--- src/rtl/md5_pkg.sv ---
// ----------------------------------------------------------------------------
// md5 package
// shared types, constants and round functions of the md5 compression block
// ----------------------------------------------------------------------------
`default_nettype none

package md5_pkg;

    localparam int WORD_W      = 32;
    localparam int BLOCK_WORDS = 16;
    localparam int ADDR_W      = $clog2(BLOCK_WORDS);
    localparam int ROUNDS      = 64;
    localparam int ROUND_W     = $clog2(ROUNDS);
    localparam int DIGEST_WORDS = 4;
    localparam int OUT_IDX_W   = $clog2(DIGEST_WORDS);

    localparam logic [ADDR_W-1:0]    LAST_ADDR  = ADDR_W'(BLOCK_WORDS - 1);
    localparam logic [ROUND_W-1:0]   LAST_ROUND = ROUND_W'(ROUNDS - 1);
    localparam logic [OUT_IDX_W-1:0] LAST_OUT   = OUT_IDX_W'(DIGEST_WORDS - 1);

    localparam logic [WORD_W-1:0] IV_A = 32'h67452301;
    localparam logic [WORD_W-1:0] IV_B = 32'hefcdab89;
    localparam logic [WORD_W-1:0] IV_C = 32'h98badcfe;
    localparam logic [WORD_W-1:0] IV_D = 32'h10325476;

    typedef enum logic [2:0] {
        ST_IDLE,
        ST_LOAD,
        ST_ROUND,
        ST_FINAL,
        ST_OUT
    } md5_state_t;

    localparam logic [WORD_W-1:0] SINE_K [ROUNDS] = '{
        32'hd76aa478, 32'he8c7b756, 32'h242070db, 32'hc1bdceee,
        32'hf57c0faf, 32'h4787c62a, 32'ha8304613, 32'hfd469501,
        32'h698098d8, 32'h8b44f7af, 32'hffff5bb1, 32'h895cd7be,
        32'h6b901122, 32'hfd987193, 32'ha679438e, 32'h49b40821,
        32'hf61e2562, 32'hc040b340, 32'h265e5a51, 32'he9b6c7aa,
        32'hd62f105d, 32'h02441453, 32'hd8a1e681, 32'he7d3fbc8,
        32'h21e1cde6, 32'hc33707d6, 32'hf4d50d87, 32'h455a14ed,
        32'ha9e3e905, 32'hfcefa3f8, 32'h676f02d9, 32'h8d2a4c8a,
        32'hfffa3942, 32'h8771f681, 32'h6d9d6122, 32'hfde5380c,
        32'ha4beea44, 32'h4bdecfa9, 32'hf6bb4b60, 32'hbebfbc70,
        32'h289b7ec6, 32'heaa127fa, 32'hd4ef3085, 32'h04881d05,
        32'hd9d4d039, 32'he6db99e5, 32'h1fa27cf8, 32'hc4ac5665,
        32'hf4292244, 32'h432aff97, 32'hab9423a7, 32'hfc93a039,
        32'h655b59c3, 32'h8f0ccc92, 32'hffeff47d, 32'h85845dd1,
        32'h6fa87e4f, 32'hfe2ce6e0, 32'ha3014314, 32'h4e0811a1,
        32'hf7537e82, 32'hbd3af235, 32'h2ad7d2bb, 32'heb86d391
    };

    localparam logic [4:0] ROT_AMT [16] = '{
        5'd7, 5'd12, 5'd17, 5'd22, 5'd5, 5'd9, 5'd14, 5'd20,
        5'd4, 5'd11, 5'd16, 5'd23, 5'd6, 5'd10, 5'd15, 5'd21
    };

    // rotate amount: row from the round group, column from the low round bits
    function automatic logic [4:0] rot_amt(input logic [ROUND_W-1:0] r);
        return ROT_AMT[{r[5:4], r[1:0]}];
    endfunction

    // message word index used by round r
    function automatic logic [ADDR_W-1:0] msg_idx(input logic [ROUND_W-1:0] r);
        logic [ADDR_W-1:0] lo;
        logic [ADDR_W-1:0] idx;
        lo = r[ADDR_W-1:0];
        case (r[5:4])
            2'd0:    idx = lo;
            2'd1:    idx = ADDR_W'(lo * 4'd5 + 4'd1);
            2'd2:    idx = ADDR_W'(lo * 4'd3 + 4'd5);
            default: idx = ADDR_W'(lo * 4'd7);
        endcase
        return idx;
    endfunction

    // F, G, H, I by round group
    function automatic logic [WORD_W-1:0] round_fn(
        input logic [ROUND_W-1:0] r,
        input logic [WORD_W-1:0]  b,
        input logic [WORD_W-1:0]  c,
        input logic [WORD_W-1:0]  d
    );
        logic [WORD_W-1:0] f;
        case (r[5:4])
            2'd0:    f = (b & c) | (~b & d);
            2'd1:    f = (b & d) | (c & ~d);
            2'd2:    f = b ^ c ^ d;
            default: f = c ^ (b | ~d);
        endcase
        return f;
    endfunction

endpackage

`default_nettype wire

--- src/rtl/md5_ram.sv ---
// ----------------------------------------------------------------------------
// md5 ram
// generic single write port, single read port ram with registered read
// ----------------------------------------------------------------------------
`default_nettype none

module md5_ram #(
    parameter int WIDTH = 32,
    parameter int DEPTH = 16
) (
    input  wire logic                     clk,
    input  wire logic                     wr_en,
    input  wire logic [$clog2(DEPTH)-1:0] wr_addr,
    input  wire logic [WIDTH-1:0]         wr_data,
    input  wire logic                     rd_en,
    input  wire logic [$clog2(DEPTH)-1:0] rd_addr,
    output logic      [WIDTH-1:0]         rd_data
);

    logic [WIDTH-1:0] mem [DEPTH];

    always_ff @(posedge clk)
    begin
        if (wr_en)
        begin
            mem[wr_addr] <= wr_data;
        end
        if (rd_en)
        begin
            rd_data <= mem[rd_addr];
        end
    end

endmodule

`default_nettype wire

--- src/rtl/md5_block_compression.sv ---
// ----------------------------------------------------------------------------
// md5 block compression
// absorbs a padded message word by word and emits the 128-bit md5 digest
// ----------------------------------------------------------------------------
// usage
//   input channel s_*: one beat per 32-bit little-endian message word,
//   s_tlast on the final word of the final padded block
//   output channel m_*: four beats per message, digest words A, B, C, D,
//   m_tuser gives the word index, m_tlast marks the D word
//   a word that does not complete a block is taken without a stall
//   the 16th word of a block starts compression: a load step, 64 rounds
//   (one round per cycle, bound by the single buffer read port) and a
//   final step that adds the working registers into the chaining value
//   the digest follows the last word: 4 beats, one per cycle when m_tready
//   is high; a stalled beat holds and no input is taken until D is gone
//   a last flag inside a block drops the partial block
//   after the D beat the chaining value returns to the md5 initial vector
//   reset clears the control state and loads the initial vector; the block
//   buffer is not cleared since every entry is written before it is read
// ----------------------------------------------------------------------------
`default_nettype none

module md5_block_compression (
    input  wire logic        clk,
    input  wire logic        rst_n,
    // message words
    input  wire logic        s_tvalid,
    output logic             s_tready,
    input  wire logic [31:0] s_tdata,   // message_word
    input  wire logic        s_tlast,   // last_word
    // digest words
    output logic             m_tvalid,
    input  wire logic        m_tready,
    output logic      [31:0] m_tdata,   // digest_word
    output logic      [1:0]  m_tuser,   // word_index
    output logic             m_tlast    // last_result
);

    import md5_pkg::*;

    md5_state_t state_reg, state_next;

    logic [ADDR_W-1:0]    word_cnt_reg, word_cnt_next;
    logic [ROUND_W-1:0]   round_reg, round_next;
    logic [OUT_IDX_W-1:0] out_idx_reg, out_idx_next;
    logic                 last_reg, last_next;

    // chaining value and working registers a..d
    logic [WORD_W-1:0] chain_reg [DIGEST_WORDS];
    logic [WORD_W-1:0] chain_next [DIGEST_WORDS];
    logic [WORD_W-1:0] work_reg [DIGEST_WORDS];
    logic [WORD_W-1:0] work_next [DIGEST_WORDS];

    // block buffer port
    logic              buf_wr_en;
    logic              buf_rd_en;
    logic [ADDR_W-1:0] buf_rd_addr;
    logic [WORD_W-1:0] buf_rd_data;

    // round datapath
    logic [WORD_W-1:0] f_val;
    logic [WORD_W-1:0] round_sum;
    logic [63:0]       rot_dbl;
    logic [WORD_W-1:0] new_b;

    logic in_beat;
    logic out_beat;

    assign in_beat  = s_tvalid && s_tready;
    assign out_beat = m_tvalid && m_tready;

    md5_ram #(
        .WIDTH (WORD_W),
        .DEPTH (BLOCK_WORDS)
    ) u_buf (
        .clk     (clk),
        .wr_en   (buf_wr_en),
        .wr_addr (word_cnt_reg),
        .wr_data (s_tdata),
        .rd_en   (buf_rd_en),
        .rd_addr (buf_rd_addr),
        .rd_data (buf_rd_data)
    );

    // one md5 round: buffer data for this round arrives from the read issued
    // in the previous cycle
    always_comb
    begin
        f_val     = round_fn(round_reg, work_reg[1], work_reg[2], work_reg[3]);
        round_sum = work_reg[0] + f_val + SINE_K[round_reg] + buf_rd_data;
        rot_dbl   = {round_sum, round_sum} << rot_amt(round_reg);
        new_b     = work_reg[1] + rot_dbl[63:32];
    end

    // next state
    always_comb
    begin
        state_next = state_reg;
        case (state_reg)
            ST_IDLE:
            begin
                if (in_beat)
                begin
                    if (word_cnt_reg == LAST_ADDR)
                    begin
                        state_next = ST_LOAD;
                    end
                    else if (s_tlast)
                    begin
                        state_next = ST_OUT;
                    end
                end
            end
            ST_LOAD:
            begin
                state_next = ST_ROUND;
            end
            ST_ROUND:
            begin
                if (round_reg == LAST_ROUND)
                begin
                    state_next = ST_FINAL;
                end
            end
            ST_FINAL:
            begin
                state_next = last_reg ? ST_OUT : ST_IDLE;
            end
            ST_OUT:
            begin
                if (out_beat && out_idx_reg == LAST_OUT)
                begin
                    state_next = ST_IDLE;
                end
            end
            default:
            begin
                state_next = ST_IDLE;
            end
        endcase
    end

    // handshake and buffer control
    always_comb
    begin
        s_tready    = 1'b0;
        m_tvalid    = 1'b0;
        buf_rd_en   = 1'b0;
        buf_rd_addr = '0;
        case (state_reg)
            ST_IDLE:
            begin
                s_tready = 1'b1;
            end
            ST_LOAD:
            begin
                buf_rd_en   = 1'b1;
                buf_rd_addr = msg_idx('0);
            end
            ST_ROUND:
            begin
                // prefetch the word for the following round
                buf_rd_en   = 1'b1;
                buf_rd_addr = msg_idx(round_reg + 1'b1);
            end
            ST_OUT:
            begin
                m_tvalid = 1'b1;
            end
            default:
            begin
                s_tready = 1'b0;
            end
        endcase
    end

    assign buf_wr_en = in_beat;
    assign m_tdata   = chain_reg[out_idx_reg];
    assign m_tuser   = out_idx_reg;
    assign m_tlast   = (out_idx_reg == LAST_OUT);

    // datapath next values
    always_comb
    begin
        word_cnt_next = word_cnt_reg;
        round_next    = round_reg;
        out_idx_next  = out_idx_reg;
        last_next     = last_reg;
        chain_next    = chain_reg;
        work_next     = work_reg;
        case (state_reg)
            ST_IDLE:
            begin
                if (in_beat)
                begin
                    word_cnt_next = word_cnt_reg + 1'b1;
                    last_next     = s_tlast;
                end
            end
            ST_LOAD:
            begin
                work_next  = chain_reg;
                round_next = '0;
            end
            ST_ROUND:
            begin
                work_next[0] = work_reg[3];
                work_next[1] = new_b;
                work_next[2] = work_reg[1];
                work_next[3] = work_reg[2];
                round_next   = round_reg + 1'b1;
            end
            ST_FINAL:
            begin
                for (int i = 0; i < DIGEST_WORDS; i++)
                begin
                    chain_next[i] = chain_reg[i] + work_reg[i];
                    work_next[i]  = chain_reg[i] + work_reg[i];
                end
            end
            ST_OUT:
            begin
                if (out_beat)
                begin
                    out_idx_next = out_idx_reg + 1'b1;
                    if (out_idx_reg == LAST_OUT)
                    begin
                        chain_next[0] = IV_A;
                        chain_next[1] = IV_B;
                        chain_next[2] = IV_C;
                        chain_next[3] = IV_D;
                        word_cnt_next = '0;
                        last_next     = 1'b0;
                    end
                end
            end
            default:
            begin
                last_next = 1'b0;
            end
        endcase
    end

    always_ff @(posedge clk or negedge rst_n)
    begin
        if (!rst_n)
        begin
            state_reg    <= ST_IDLE;
            word_cnt_reg <= '0;
            round_reg    <= '0;
            out_idx_reg  <= '0;
            last_reg     <= 1'b0;
            chain_reg[0] <= IV_A;
            chain_reg[1] <= IV_B;
            chain_reg[2] <= IV_C;
            chain_reg[3] <= IV_D;
            for (int i = 0; i < DIGEST_WORDS; i++)
            begin
                work_reg[i] <= '0;
            end
        end
        else
        begin
            state_reg    <= state_next;
            word_cnt_reg <= word_cnt_next;
            round_reg    <= round_next;
            out_idx_reg  <= out_idx_next;
            last_reg     <= last_next;
            chain_reg    <= chain_next;
            work_reg     <= work_next;
        end
    end

endmodule

`default_nettype wire

--- config.mk ---
export PLATFORM = sky130hd
export DESIGN_NAME = md5_block_compression
export DESIGN_NICKNAME = d
export VERILOG_FILES = /design/src/rtl/md5_pkg.sv /design/src/rtl/md5_ram.sv /design/src/rtl/md5_block_compression.sv
export SDC_FILE = /design/constraint.sdc
export NUM_CORES = 2
export LEC_CHECK = 0
export ABC_AREA = 0
export BUFFER_PORTS_ARGS = -buffer_cell sky130_fd_sc_hd__buf_2
export CELL_PAD_IN_SITES_DETAIL_PLACEMENT = 0
export CELL_PAD_IN_SITES_GLOBAL_PLACEMENT = 2
export CORE_UTILIZATION = 44
export CTS_CLUSTER_DIAMETER = 150
export DETAILED_ROUTE_END_ITERATION = 10
export PLACE_DENSITY_LB_ADDON = 0.1
export SLEW_MARGIN = 20
export SYNTH_ARGS = -nofsm -noshare
export SYNTH_HDL_FRONTEND = slang
export SYNTH_HIERARCHICAL = 1
export SYNTH_SLANG_ARGS = --single-unit
--- constraint.sdc ---
create_clock -name clk -period 12.4 [get_ports clk]
set_input_delay 0.62 -clock clk [delete_from_list [all_inputs] [get_ports clk]]
set_output_delay 0.62 -clock clk [all_outputs]
set_load 0.02 [all_outputs]
==> impl_metrics.toml <==
[worst_setup_path]
critPathMaxStageDelay_ps = 840
worst_path_max_delay_cell = "o21ai_0"
startpoint_type = "flip-flop"
reg2reg_depth = 36
critPathKind = "flip-flop to flip-flop"
path_buf_inv = 3
cp.required_ps = 12990
crit_fanout = 18
crit_family = "compound AO/OA/AOI/OAI gates"
crit_top_cell = "a21oi_1"
endpoint_kind = "flip-flop"
critical_path_cell_count = 36
crit_arrival_ps = 11130

[clocking]
cts_tree = "yes"
cts_setup_buffers = 0
cts_hold_buf = 0
htreeDepth = 3
clock-sinks = 816
clock_path_buffers = 3
cts.clk_slew.worst_paths_ps = 60
numCtsBuffers = 91
ctsResizeCount = 0
clk_latency_ps = 710
clockRootBuffer = "clkbuf_16"

[detailed_routing]
antenna_left = 0
wire_per_inst_microns = 28.9
vias = 39600
via_per_inst = 6.32
drt_iter0_drc = 3572
wirelength_microns = 181000
drc = 2
first_pass_iters = 9

[placed_design]
port_buffers = 73
hpwlAfterDp_microns = 123000
gp_congestion = 0.999
placedCellCount = 6096

[synthesis]
synth_cells = 4701
synth_area_per_cell_sq_um = 10.8
syn_area_sq_um = 51000
yosys_most_used_dff = "edfxtp_1"
syn_nets = 5024
ys_ff_latch = 816
seq_area_frac_synth = 0.455
yosysWarnings = 6
async_flop_share = 0.333
synth_edf_count = 544
ys_types = 103

[final_layout]
drive_gt1_frac = 0.135
fin_cells = 6264
fin_nets = 5000
layout_common_cells = "edfxtp_1, a21oi_1, nand2_1"
largest_reg_flops = 512
layout_commonest_cell = "edfxtp_1"
area_delta_synth_final_pct = 9.46

[power_and_ir_drop]
ir_drop_uv = 151
switching_share = 0.342
combPwrFrac = 0.279
clockPowerShare = 0.331
power_frac_seq = 0.391
internal_power_mw = 5.25
p_leak_nw = 21.4
powerDensity_nw_per_um2 = 143
p_sw_mw = 2.73

[timing]
rsz0062_at_grt = "no"
drv_slew = 0
fin_crit_sh = 0.850
fin_skew_ps = 47.3
hold_viol_final = 6
tns_ps = 0
max_freq_mhz = 94.8
finalCriticalPeriod_ps = 10540
worst_pin_slew_ps = 1120
finalSetupViolations = 0
relSlewSlack = 0.254
hold_ws_ps = -34.1

[global_route]
grt_overflow = 0
antenna_found_initial = 3
grt_max_degree = 109
grt_usage = 0.307
grt_pass1_wl_microns = 265000
first_global_vias = 38400

[die]
start_util = 0.445
coreArea_sq_um = 115000
io_pins = 74
row_count = 124
die_w_microns = 342
die_area_sq_um = 117000
die_y_microns = 342

[run_status]
violations = "design-rule violations, negative hold slack"
status = "complete, but fails checks"

[hold_path]
hp-class = "input pin to asynchronous set/reset pin"

[run]
drv_cap = 0
==> worst reg2reg max path: cells and delay by family, from the launching register on <==
| family | cells | cell delay (ps) |
|---|---|---|
| AO/OA/AOI/OAI | 23 | 5710 |
| adder cells (fa/ha/maj) | 5 | 2110 |
| AND/OR/NAND/NOR | 3 | 410 |
| buffers and inverters | 3 | 920 |
| flip-flops | 1 | 790 |
| XOR/XNOR | 2 | 510 |
==> per-layer routing <==
| metal | GRT usage | vias to the layer above | share of wire |
|---|---|---|---|
| li1 | - | 17800 | - |
| met1 | 0.415 | 20100 | 0.42 |
| met2 | 0.500 | 1440 | 0.47 |
| met3 | 0.0485 | 284 | 0.064 |
| met4 | 0.110 | 2 | 0.038 |
| met5 | 0 | - | 0.00011 |
==> cell families (layout without fill, tap and decap cells) <==
| group | after synthesis | in the layout | share of synthesized area |
|---|---|---|---|
| and+or+nand+nor | 1169 | 1169 | 0.104 |
| xor gates and xnor gates | 189 | 189 | 0.0327 |
| adders and majority gates | 286 | 286 | 0.0802 |
| muxes | 276 | 276 | 0.0966 |
| buffers and inverters | 471 | 521 | 0.0400 |
| other | 0 | 1 | 0 |
| AOI/OAI and AO/OA | 1494 | 1494 | 0.191 |
| DFF | 816 | 816 | 0.455 |
==> synthesized netlist by cell type, drive strengths merged, types with 25 or more instances <==
cell | count | area [sq um]
nand2 | 414 | 1560
ha | 218 | 2730
o22a | 47 | 412
a211oi | 53 | 398
xor2 | 72 | 631
nand3 | 55 | 275
a22oi | 86 | 651
mux2 | 40 | 450
or3 | 40 | 251
fa | 68 | 1360
inv | 188 | 706
nor2 | 360 | 1350
buf | 76 | 387
a22o | 31 | 272
o22ai | 59 | 369
nor2b | 45 | 282
a21o | 92 | 693
a31oi | 61 | 388
and2 | 45 | 287
dfstp | 64 | 1680
dfrtp | 208 | 5200
mux4 | 169 | 3810
nand2b | 29 | 181
edfxtp | 544 | 16300
nor3 | 67 | 335
nor3b | 34 | 255
xnor2 | 116 | 1020
clkbuf | 204 | 908
o221ai | 40 | 350
a222oi | 25 | 250
mux2i | 67 | 671
and3 | 26 | 164
o31ai | 26 | 200
a21oi | 427 | 2140
o21a | 42 | 315
o211ai | 30 | 225
o21ai | 297 | 1490
==> worst paths after layout <==
path	start	endpoint	slack (ps)
setup / recovery	round_reg[1]$_DFFE_PN0P_	work_reg[88]$_DFFE_PN0P_	1860
hold reg to reg	last_reg$_DFFE_PN0P_	last_reg$_DFFE_PN0P_	500
max in group asynchronous	rst_n	work_reg[9]$_DFFE_PN0P_	10760
hold / removal	rst_n	work_reg[13]$_DFFE_PN0P_	-30
setup reg to reg	round_reg[1]$_DFFE_PN0P_	work_reg[88]$_DFFE_PN0P_	1860
min in group clk	s_tdata[1]	u_buf/mem[2][1]$_DFFE_PP_	270
==> final cells by class <==
class	instances	area [sq um]
inverters	190	716
clock buffers	125	2480
flip-flops and latches	816	23200
multi-input cells	3414	26000
well taps	1512	1890
diodes	1	2.50
repair buffers	164	1080
clock inverters	42	413
fillers	10500	58800
==> power groups by stage <==
stage,sequential [mW],combinational (mW),clock [mW]
after floorplan,3.14,1.44,0
after global placement,3.17,2.21,0
after detailed placement,3.17,2.21,0
after CTS,3.12,2.22,2.69
after global routing,3.13,2.40,2.79
final,3.12,2.22,2.64
==> stage by stage <==
step	area, sq um	power [mW]	util	hold slack [ps]	setup WS, ps
CTS	55800	8.03	0.487	18.4	1980
detailed placement	52900	5.38	0.462	482	1980
floorplan	51000	4.58	-	324	3790
global route	55800	8.31	0.487	16.4	1060
global placement	52900	5.38	0.462	485	2130
finish	55800	7.98	0.487	-34.1	1860
Note: power is estimated with default switching activity, not from simulation.
